### src/design/stsc_pkg.sv
package stsc_pkg;

  // default pointer scaling steps
  localparam int DEF_X_STEPS = 120;
  localparam int DEF_Y_STEPS = 90;

  localparam logic [15:0] RAW_MAX = 16'hFFFF;

  // host command characters
  localparam logic [7:0] CHAR_M    = 8'h4D;
  localparam logic [7:0] CHAR_QRY  = 8'h3F;
  localparam logic [7:0] CHAR_0    = 8'h30;
  localparam logic [7:0] CHAR_9    = 8'h39;
  localparam logic [7:0] CHAR_DOT  = 8'h2E;

  // modes
  localparam logic [11:0] MODE_MAX     = 12'd4095;
  localparam logic [11:0] MODE_QUERY   = 12'd1;
  localparam logic [11:0] MODE_TRACK_A = 12'd129;
  localparam logic [11:0] MODE_TRACK_B = 12'd130;

  // report format
  localparam logic [7:0] REPORT_BASE = 8'd64;
  localparam logic [7:0] REPORT_IDLE = 8'h4F;
  localparam int         REPORT_LEN  = 5;

  // jobs waiting between classifier and byte generator
  localparam int Q_DEPTH = 4;

  typedef struct packed {
    logic        cmd;
    logic [7:0]  host_byte;
    logic [15:0] pointer_x;
    logic [15:0] pointer_y;
    logic [2:0]  buttons;
  } in_word_t;

  typedef struct packed {
    logic [7:0] report_byte;
    logic       last_of_report;
  } out_word_t;

  typedef struct packed {
    logic       left;
    logic [7:0] sx;
    logic [7:0] sy;
  } job_t;

endpackage

### src/design/stsc_queue.sv
module stsc_queue (
  input  logic          clk,
  input  logic          rst,
  input  logic          push,
  input  stsc_pkg::job_t wr_data,
  output logic          full,
  input  logic          pop,
  output stsc_pkg::job_t rd_data,
  output logic          nempty
);

  localparam int DEPTH = stsc_pkg::Q_DEPTH;
  localparam int PW    = (DEPTH > 1) ? $clog2(DEPTH) : 1;
  localparam int CW    = $clog2(DEPTH + 1);

  stsc_pkg::job_t mem [DEPTH];
  logic [PW-1:0] wptr;
  logic [PW-1:0] rptr;
  logic [CW-1:0] count;
  logic          do_push;
  logic          do_pop;

  assign full    = (count == CW'(DEPTH));
  assign nempty  = (count != '0);
  assign do_push = push && !full;
  assign do_pop  = pop && nempty;
  assign rd_data = mem[rptr];

  always_ff @(posedge clk) begin
    if (do_push) begin
      mem[wptr] <= wr_data;
    end
  end

  always_ff @(posedge clk) begin
    if (rst) begin
      wptr  <= '0;
      rptr  <= '0;
      count <= '0;
    end else begin
      if (do_push) begin
        wptr <= (wptr == PW'(DEPTH - 1)) ? '0 : wptr + 1'b1;
      end
      if (do_pop) begin
        rptr <= (rptr == PW'(DEPTH - 1)) ? '0 : rptr + 1'b1;
      end
      if (do_push && !do_pop) begin
        count <= count + 1'b1;
      end else if (do_pop && !do_push) begin
        count <= count - 1'b1;
      end
    end
  end

endmodule

### src/design/stsc_front.sv
module stsc_front #(
  parameter int X_STEPS = stsc_pkg::DEF_X_STEPS,
  parameter int Y_STEPS = stsc_pkg::DEF_Y_STEPS
) (
  input  logic              clk,
  input  logic              rst,
  input  logic              push,
  input  stsc_pkg::in_word_t item,
  output logic              full,
  output logic              q_push,
  output stsc_pkg::job_t    q_data,
  input  logic              q_full
);

  localparam int unsigned XDIV = 65536 / X_STEPS;
  localparam int unsigned YDIV = 65536 / Y_STEPS;
  localparam int unsigned SX_MAX = 65535 / XDIV + 1;
  localparam int unsigned SY_MAX = 65535 / YDIV + 1;
  localparam int SX_W = $clog2(SX_MAX + 1);
  localparam int SY_W = $clog2(SY_MAX + 1);
  // reciprocals scaled by 2^32, quotient estimate is exact or one low
  localparam longint unsigned RECIP_X = 64'h1_0000_0000 / XDIV;
  localparam longint unsigned RECIP_Y = 64'h1_0000_0000 / YDIV;
  localparam int RX_W = $clog2(RECIP_X + 1);
  localparam int RY_W = $clog2(RECIP_Y + 1);
  localparam int PX_W = 16 + RX_W;
  localparam int PY_W = 16 + RY_W;

  localparam logic [RX_W-1:0] RX = RX_W'(RECIP_X);
  localparam logic [RY_W-1:0] RY = RY_W'(RECIP_Y);
  localparam logic [15:0] XD = 16'(XDIV);
  localparam logic [15:0] YD = 16'(YDIV);

  logic        accept;
  logic        adv;

  // mode register and its update
  logic [11:0] mode;
  logic [11:0] mode_next;
  logic [3:0]  digit;
  logic [15:0] mode_x10;
  logic        in_query;
  logic        in_auto;

  // stage 1
  logic            s1_valid;
  logic            s1_query;
  logic            s1_auto;
  logic [2:0]      s1_btn;
  logic [15:0]     s1_nx;
  logic [15:0]     s1_ny;
  logic [PX_W-1:0] s1_px;
  logic [PY_W-1:0] s1_py;

  // stage 2 combinational
  logic [SX_W-1:0] qx_est;
  logic [SY_W-1:0] qy_est;
  logic [SX_W+15:0] qx_d;
  logic [SY_W+15:0] qy_d;
  logic [15:0]     rx;
  logic [15:0]     ry;
  logic [SX_W-1:0] sx_calc;
  logic [SY_W-1:0] sy_calc;

  // stage 2
  logic            s2_valid;
  logic            s2_query;
  logic            s2_auto;
  logic [2:0]      s2_btn;
  logic [SX_W-1:0] s2_sx;
  logic [SY_W-1:0] s2_sy;
  logic            s2_change;
  logic            s2_report;

  // last report
  logic            never_reported;
  logic [SX_W-1:0] prev_x;
  logic [SY_W-1:0] prev_y;
  logic [2:0]      prev_buttons;

  assign adv    = !(s2_valid && s2_report && q_full);
  assign full   = !adv;
  assign accept = push && adv;

  assign digit    = 4'(item.host_byte - stsc_pkg::CHAR_0);
  assign mode_x10 = ({4'd0, mode} << 3) + ({4'd0, mode} << 1) + {12'd0, digit};

  always_comb begin
    mode_next = mode;
    if (!item.cmd) begin
      if (item.host_byte == stsc_pkg::CHAR_M) begin
        mode_next = '0;
      end else if (item.host_byte inside {[stsc_pkg::CHAR_0:stsc_pkg::CHAR_9]}) begin
        mode_next = (mode_x10 > {4'd0, stsc_pkg::MODE_MAX}) ? stsc_pkg::MODE_MAX
                                                             : mode_x10[11:0];
      end
    end
  end

  assign in_query = !item.cmd && (item.host_byte == stsc_pkg::CHAR_QRY)
                    && (mode == stsc_pkg::MODE_QUERY);
  assign in_auto  = (mode_next == stsc_pkg::MODE_TRACK_A)
                    || (mode_next == stsc_pkg::MODE_TRACK_B);

  always_ff @(posedge clk) begin
    if (rst) begin
      mode <= '0;
    end else if (accept) begin
      mode <= mode_next;
    end
  end

  // stage 1: reciprocal products
  always_ff @(posedge clk) begin
    if (rst) begin
      s1_valid <= 1'b0;
    end else if (adv) begin
      s1_valid <= accept;
    end
  end

  always_ff @(posedge clk) begin
    if (adv) begin
      s1_query <= in_query;
      s1_auto  <= in_auto;
      s1_btn   <= item.buttons;
      s1_nx    <= stsc_pkg::RAW_MAX - item.pointer_x;
      s1_ny    <= item.pointer_y;
      s1_px    <= (stsc_pkg::RAW_MAX - item.pointer_x) * RX;
      s1_py    <= item.pointer_y * RY;
    end
  end

  // stage 2: remainder check corrects the estimate
  assign qx_est  = SX_W'(s1_px >> 32);
  assign qy_est  = SY_W'(s1_py >> 32);
  assign qx_d    = qx_est * XD;
  assign qy_d    = qy_est * YD;
  assign rx      = s1_nx - qx_d[15:0];
  assign ry      = s1_ny - qy_d[15:0];
  assign sx_calc = qx_est + SX_W'(1) + SX_W'(rx >= XD);
  assign sy_calc = qy_est + SY_W'(1) + SY_W'(ry >= YD);

  always_ff @(posedge clk) begin
    if (rst) begin
      s2_valid <= 1'b0;
    end else if (adv) begin
      s2_valid <= s1_valid;
    end
  end

  always_ff @(posedge clk) begin
    if (adv) begin
      s2_query <= s1_query;
      s2_auto  <= s1_auto;
      s2_btn   <= s1_btn;
      s2_sx    <= sx_calc;
      s2_sy    <= sy_calc;
    end
  end

  assign s2_change = never_reported || (s2_sx != prev_x) || (s2_sy != prev_y)
                     || (s2_btn != prev_buttons);
  assign s2_report = s2_query || (s2_auto && s2_change);

  assign q_push    = s2_valid && s2_report && !q_full;
  assign q_data.left = s2_btn[0];
  assign q_data.sx   = 8'(s2_sx);
  assign q_data.sy   = 8'(s2_sy);

  always_ff @(posedge clk) begin
    if (rst) begin
      never_reported <= 1'b1;
      prev_x         <= '0;
      prev_y         <= '0;
      prev_buttons   <= '0;
    end else if (q_push) begin
      never_reported <= 1'b0;
      prev_x         <= s2_sx;
      prev_y         <= s2_sy;
      prev_buttons   <= s2_btn;
    end
  end

endmodule

### src/design/stsc_back.sv
module stsc_back (
  input  logic               clk,
  input  logic               rst,
  input  logic               q_nempty,
  input  stsc_pkg::job_t     q_data,
  output logic               q_pop,
  output logic               empty,
  input  logic               pop,
  output stsc_pkg::out_word_t result
);

  localparam int IW = $clog2(stsc_pkg::REPORT_LEN);
  localparam logic [IW-1:0] LAST_IDX = IW'(stsc_pkg::REPORT_LEN - 1);

  logic           busy;
  logic [IW-1:0]  idx;
  stsc_pkg::job_t job;
  logic           taken;
  logic           done;

  assign taken = pop && busy;
  assign done  = taken && (idx == LAST_IDX);
  assign q_pop = q_nempty && (!busy || done);
  assign empty = !busy;

  always_ff @(posedge clk) begin
    if (rst) begin
      busy <= 1'b0;
      idx  <= '0;
    end else begin
      if (q_pop) begin
        busy <= 1'b1;
        idx  <= '0;
      end else if (done) begin
        busy <= 1'b0;
        idx  <= '0;
      end else if (taken) begin
        idx <= idx + 1'b1;
      end
    end
  end

  always_ff @(posedge clk) begin
    if (q_pop) begin
      job <= q_data;
    end
  end

  // byte order: x high, x low, y high, y low, terminator
  always_comb begin
    result.last_of_report = (idx == LAST_IDX);
    case (idx)
      IW'(0):  result.report_byte = job.left ? stsc_pkg::REPORT_BASE + {4'd0, job.sx[7:4]}
                                             : stsc_pkg::REPORT_IDLE;
      IW'(1):  result.report_byte = job.left ? stsc_pkg::REPORT_BASE + {4'd0, job.sx[3:0]}
                                             : stsc_pkg::REPORT_IDLE;
      IW'(2):  result.report_byte = job.left ? stsc_pkg::REPORT_BASE + {4'd0, job.sy[7:4]}
                                             : stsc_pkg::REPORT_IDLE;
      IW'(3):  result.report_byte = job.left ? stsc_pkg::REPORT_BASE + {4'd0, job.sy[3:0]}
                                             : stsc_pkg::REPORT_IDLE;
      default: result.report_byte = stsc_pkg::CHAR_DOT;
    endcase
  end

endmodule

### src/design/serial_touch_screen_controller.sv
// serial touch-screen controller
// input channel (push/full): one word per host command byte or poll tick,
// each carrying the pointer position and buttons; taken when push is high
// and full is low. one word can be taken every cycle while full stays low.
// result channel (empty/pop): report bytes, five per report, the last one
// flagged by last_of_report; the byte on result is taken when pop is high
// and empty is low.
// a taken word passes a two-stage scaling pipeline (reciprocal multiply,
// then remainder correction) and the report decision; a report job then
// waits in a four-entry queue for the byte generator. with everything idle
// the first report byte shows once the word has passed both stages and the
// queue and its job is registered in the byte generator; the remaining four
// bytes follow one per cycle of pop. sustained rate: one word per cycle
// while no reports are made; reports drain at the one-byte-per-cycle output.
// when pop is held low the queue fills and full rises as soon as a word
// that must report reaches the end of the pipeline.
// reset clears the mode, the queue and the pending output, and arms the
// first report so that it is sent whatever the previous position.
module serial_touch_screen_controller #(
  parameter int X_STEPS = stsc_pkg::DEF_X_STEPS,
  parameter int Y_STEPS = stsc_pkg::DEF_Y_STEPS
) (
  input  logic                clk,
  input  logic                rst,
  input  logic                push,
  output logic                full,
  input  stsc_pkg::in_word_t  item,
  output logic                empty,
  input  logic                pop,
  output stsc_pkg::out_word_t result
);

  logic           q_push;
  logic           q_full;
  logic           q_pop;
  logic           q_nempty;
  stsc_pkg::job_t q_wr;
  stsc_pkg::job_t q_rd;

  stsc_front #(
    .X_STEPS (X_STEPS),
    .Y_STEPS (Y_STEPS)
  ) u_front (
    .clk    (clk),
    .rst    (rst),
    .push   (push),
    .item   (item),
    .full   (full),
    .q_push (q_push),
    .q_data (q_wr),
    .q_full (q_full)
  );

  stsc_queue u_queue (
    .clk     (clk),
    .rst     (rst),
    .push    (q_push),
    .wr_data (q_wr),
    .full    (q_full),
    .pop     (q_pop),
    .rd_data (q_rd),
    .nempty  (q_nempty)
  );

  stsc_back u_back (
    .clk      (clk),
    .rst      (rst),
    .q_nempty (q_nempty),
    .q_data   (q_rd),
    .q_pop    (q_pop),
    .empty    (empty),
    .pop      (pop),
    .result   (result)
  );

endmodule
### config.mk
export PLATFORM = sky130hd
export DESIGN_NAME = serial_touch_screen_controller
export DESIGN_NICKNAME = d
export VERILOG_FILES = /design/src/design/stsc_pkg.sv /design/src/design/stsc_queue.sv /design/src/design/stsc_front.sv /design/src/design/stsc_back.sv /design/src/design/serial_touch_screen_controller.sv
export SDC_FILE = /design/constraint.sdc
export NUM_CORES = 1
export LEC_CHECK = 0
export BUFFER_PORTS_ARGS = -buffer_cell sky130_fd_sc_hd__buf_2
export CELL_PAD_IN_SITES_DETAIL_PLACEMENT = 2
export CELL_PAD_IN_SITES_GLOBAL_PLACEMENT = 2
export CORE_ASPECT_RATIO = 0.5
export CORE_UTILIZATION = 47
export DETAILED_ROUTE_END_ITERATION = 10
export GPL_TIMING_DRIVEN = 0
export PLACE_DENSITY = 0.91
export SKIP_CTS_REPAIR_TIMING = 1
export SYNTH_ARGS = -nofsm -noshare
export SYNTH_HDL_FRONTEND = slang
export SYNTH_SLANG_ARGS = --single-unit
### constraint.sdc
create_clock -name clk -period 14.1 [get_ports clk]
set_input_delay 1.41 -clock clk [delete_from_list [all_inputs] [get_ports clk]]
set_output_delay 1.41 -clock clk [all_outputs]
set_load 0.02 [all_outputs]
# Word level (Yosys, flattened, before mapping)
# Memory sizes are Yosys's and may differ from the RTL's. A register that Yosys moved wholly into a read port is not among the register bits.
# Cells that the tools add are included.
# Widths: inputs -> output; s select.
word_totals:
  reg_bits: 181
  mem_bits_rw: 60
  out_inout_bits: 11
  n_memories: 1
mem_list:
  columns: ["name", "words", "width", "read_ports", "rd_ports_with_merged_regs", "write_ports", "line_no", "source"]
  rows:
  - ["u_queue.mem", 4, 15, 1, 1, 1, "stsc_queue.sv:16", "stsc_pkg::job_t mem [DEPTH];"]
op_classes:
  add_sub_neg: 20
  multipliers: 4
  n_lt_le_gt_ge: 5
  eq_ne: 15
  n_mux: 17
  reduce_logical: 32
ops:
  columns: ["operator", "n"]
  rows:
  - ["$mux 12", 4]
  - ["$mul 39x16->32 const B", 1]
  - ["$mul 16x18->34 const B", 1]
  - ["$add 7x4->8 const A", 4]
  - ["$ge 16x10->1 const B", 2]
  - ["$mux 8", 4]
  - ["$pmux 8 s4", 1]
  - ["$sub 16x16->16", 2]
  - ["$eq 12x8->1 const B", 2]
  - ["$sub 16x16->17 const A", 1]
  - ["$add 15x13->16", 1]
  - ["$add 16x4->16", 1]
  - ["$gt 16x12->1 const B", 1]
  - ["$sub 16x16->16 const A", 1]
  - ["$logic_and 1x1->1", 15]
  - ["$mul 7x9->15 const B", 1]
  - ["$add 7x1->7", 2]
  - ["$add 7x1->7 const B", 2]
  - ["$ne 7x7->1", 2]
  - ["$mul 7x7->13 const B", 1]
  - ["$eq 12x1->1 const B", 1]
  - ["$eq 8x6->1 const B", 1]
  - ["$eq 8x7->1 const B", 1]
  - ["$ge 8x6->1 const B", 1]
  - ["19 further kinds", 40]

# Longest topological paths before layout
depth:
  depth_word: 13
  ltp_mapped: 29

# Cells and area by module
# Synthesis repeated with hierarchy kept, for this count alone.
unflattened:
  hier_cells: 1621
  area_unflattened_um2: 17849.6
modules_own_cells:
  columns: ["mod", "n_inst", "cells_per_inst", "area_each_um2", "seq_area_each_um2"]
  rows:
  - ["stsc_front", 1, 1397, 13844.5, 2622.5]
  - ["stsc_queue", 1, 139, 2957.8, 2222.1]
  - ["stsc_back", 1, 85, 1047.3, 590.6]

# Least setup slack after synthesis
# No wires, ideal clock.
synth_timing:
  path_type: "input -> register"
  from: "input port item[22] (netlist bit)"
  to: "register u_front.s1_px[38], data pin"
  setup_ns: 0.260
  arrival_time_ns: 6.366
  path_slack_ns: 7.474
  cell_stages: 20
  n_path_buf: 0
  cell_sequence: "inv_1 -> fa_1 -> inv_1 -> fa_1 -> inv_1 -> ha_1 -> inv_1 -> fa_1 -> fa_1 -> inv_1 -> fa_1 -> ha_1 -> and3_1 -> or3b_2 -> a31oi_1 -> nor4_1 -> nor3_1 -> a21o_1 -> a21oi_1 -> xnor2_1"
synth_between:
  elab_chain_cells: 2
synth_lines:
  columns: ["item", "line_no", "source"]
  rows:
  - ["start: declaration", "serial_touch_screen_controller.sv:27", "input stsc_pkg::in_word_t item,"]
  - ["$sub 16x16->17", "stsc_front.sv:129", "s1_px <= (stsc_pkg::RAW_MAX - item.pointer_x) * RX;"]
  - ["$mul 39x16->32", "stsc_front.sv:129", null]
  - ["end signal: assignment", "stsc_front.sv:129", null]
  - ["end: declaration", "stsc_front.sv:52", "logic [PX_W-1:0] s1_px;"]
# Every way passes these cells.
# A chain may end at the register's enable or synchronous reset.

# Worst setup path after layout
# Ends and elaborated chain as after synthesis.

==> impl_metrics.tcl <==
set metrics [dict create \
    grt_pass1_wl_um 104000 \
    synth_common_cells "ha_1, inv_1, edfxtp_1" \
    core_area_mm2 0.0362 \
    die_w_um 274 \
    vias 13700 \
    place.gp.congestion 0.857 \
    holdCritPathClass "flop to flop" \
    fin_area_mm2 0.0189 \
    vias_per_cell 6.23 \
    max_slew_margin_pct 27.9 \
    cts.clk_slew.worst_paths_ns 0.09 \
    synth_cell_types 70 \
    grt-ovfl-total 0 \
    drv_cap 0 \
    postSynthCellCount 1625 \
    grt_pass1_vias 16200 \
    first_iter_violations 914 \
    wl_per_cell_um 31.1 \
    drive_above_1_share_pct 7.29 \
    ys_async_sr_fraction_pct 0 \
    max_freq_mhz 128 \
    grt_max_degree 70 \
    crit_path_max_fanout 6 \
    gr-max-usage-layer "met2" \
    cts_tree "yes" \
    met3_usage_pct 5.98 \
    r2r-start "u_front.s1_py[34]" \
    antenna_cells 0 \
    crit_path_start_kind "primary input" \
    synthFlopType "edfxtp_1" \
    nNetsFinal 2216 \
    final.setup_skew_ns 0.0138 \
    avgSynthCellArea_um2 10.7 \
    clkSinkCount 184 \
    worst_ep_arrival_time_ns 8.05 \
    syn-cell-area_mm2 0.0174 \
    setup_viol 0 \
    fin_hold_ws_ns 0.453 \
    dr.pass1.iters 9 \
    finalHoldViolations 0 \
    start_util_pct 48.1 \
    drt_drc_violations_left 7 \
    place_area_mm2 0.0183 \
    tns_ns 0 \
    routed_wl_um 68300 \
    grt_use_met2_pct 65.9 \
    row_count 49 \
    startpoint "item[22]" \
    io_buffer_count 55 \
    worst_pin_slew_ns 1.08 \
    syn_to_final_growth_pct 8.80 \
    cp-end-kind "flop" \
    ys_ff_latch 184 \
    failed_checks "DRC" \
    synth-edff-count 141 \
    hpwlAfterDp_um 46900 \
    clk_path_buf_depth 2 \
    io_pins 59 \
    synth_seq_area_share_pct 29.3 \
    cts_buffers 17 \
    period_share_pct 55.6 \
    worstHoldStart "u_front.s1_query" \
    synth_area_leaders "ha_1, edfxtp_1, fa_1, inv_1, dfxtp_1" \
    htreeDepth 4 \
    utilization_pct 52.3 \
    root_buffer "clkbuf_16" \
    die_area_mm2 0.0379 \
    min_period_ns 7.83 \
    fp.dieH_um 138 \
    clock_latency_ns 0.47 \
    yosysTopAreaCellShare_pct 24.9 \
    antenna_found_initial 0 \
    rsz0062_at_grt "false" \
    slew_violations 0 \
    criticalPathCategory "primary input to flop" \
    synth.most_common_cell "ha_1" \
    status "finished, violations left" \
    grt.total_usage_pct 36.9 \
    yosys.area.top_type "ha_1" \
    cp.required_ns 14.31 \
    postRouteAntennaNets 0 \
    met1_usage_pct 41.5 \
    yosys_warnings 0 \
]
[kinds of logic after synthesis]
group	after synthesis	synth area share, %
mux	43	3.56
simple gates	241	6.77
other cells	1	0.0215
compound gates	262	9.83
xor+xnor	87	4.37
fa+ha+maj	467	38.7
buf+inv	340	7.47
flops	184	29.3
[routing by layer]
metal / vias to the layer above / wire length [µm]
met5: - / 0
met2: 587 / 35000
met3: 281 / 3160
li1: 5763 / -
met1: 7052 / 26100
met4: 0 / 3930
[flip-flops by register name, indices dropped and copies added, names as in the netlist, 7 cells and up]
signal	cells
u_back.job	15
u_front.mode	12
u_front.prev_x	7
u_front.prev_y	7
u_front.s1_nx	15
u_front.s1_ny	13
u_front.s1_px	7
u_front.s1_py	7
u_front.s2_sx	7
u_front.s2_sy	7
u_queue.mem	60
[through the flow]
step                      setup WS (ns)  cells
final                              6.27   2198
after global routing               6.14   2198
after CTS                          6.43   2198
after detailed placement           6.32   2166
after global placement             6.85   2165
after floorplan                    7.47   1626
[worst paths after layout]
| kind | endpoint | cells past startpoint | slack (ns) |
|---|---|---|---|
| worst max-delay path | u_front.s1_px[38] | 21 | 6.27 |
| worst min-delay path | u_front.s2_query | 0 | 0.45 |
| worst max register to register | u_front.s2_sy[6] | 29 | 6.57 |
| worst min register to register | u_front.s2_query | 0 | 0.45 |
[cell usage in the layout, fill, tap and decap left out, types with 25 or more instances in the layout]
master / count
a21o_1: 42
a21oi_1: 81
buf_2: 57
dfxtp_1: 43
edfxtp_1: 141
fa_1: 120
ha_1: 347
inv_1: 311
mux2i_1: 27
nand2_1: 40
nor2_1: 76
nor3_1: 25
o21ai_0: 41
xnor2_1: 47
xor2_1: 40
[layout make-up]
cell class                 instances  area [µm²]
timing repair buffer              56         290
clock buffer                      17         425
clock inverter                    15         201
multi-input combinational       1102       11000
fill                            3610       17300
tap                              484         606
sequential                       184        5090
buffer                            29         134
inverter                         311        1170
[worst max-delay path, cell delays in order]
cell and delay [ns]:
buf_2 0.11, inv_1 0.22, fa_1 0.64, inv_1 0.10, fa_1 0.61, inv_1 0.08, ha_1 0.33, inv_1 0.10
fa_1 0.44, fa_1 0.53, inv_1 0.06, fa_1 0.51, ha_1 0.35, and3_1 0.26, or3b_2 0.49, a31oi_1 0.63
nor4_1 0.21, nor3_1 0.45, a21o_1 0.23, a21oi_1 0.10, xnor2_1 0.15
Power is not shown: default switching activity piles up to over one toggle a cycle in this logic, so the estimate is an artifact.
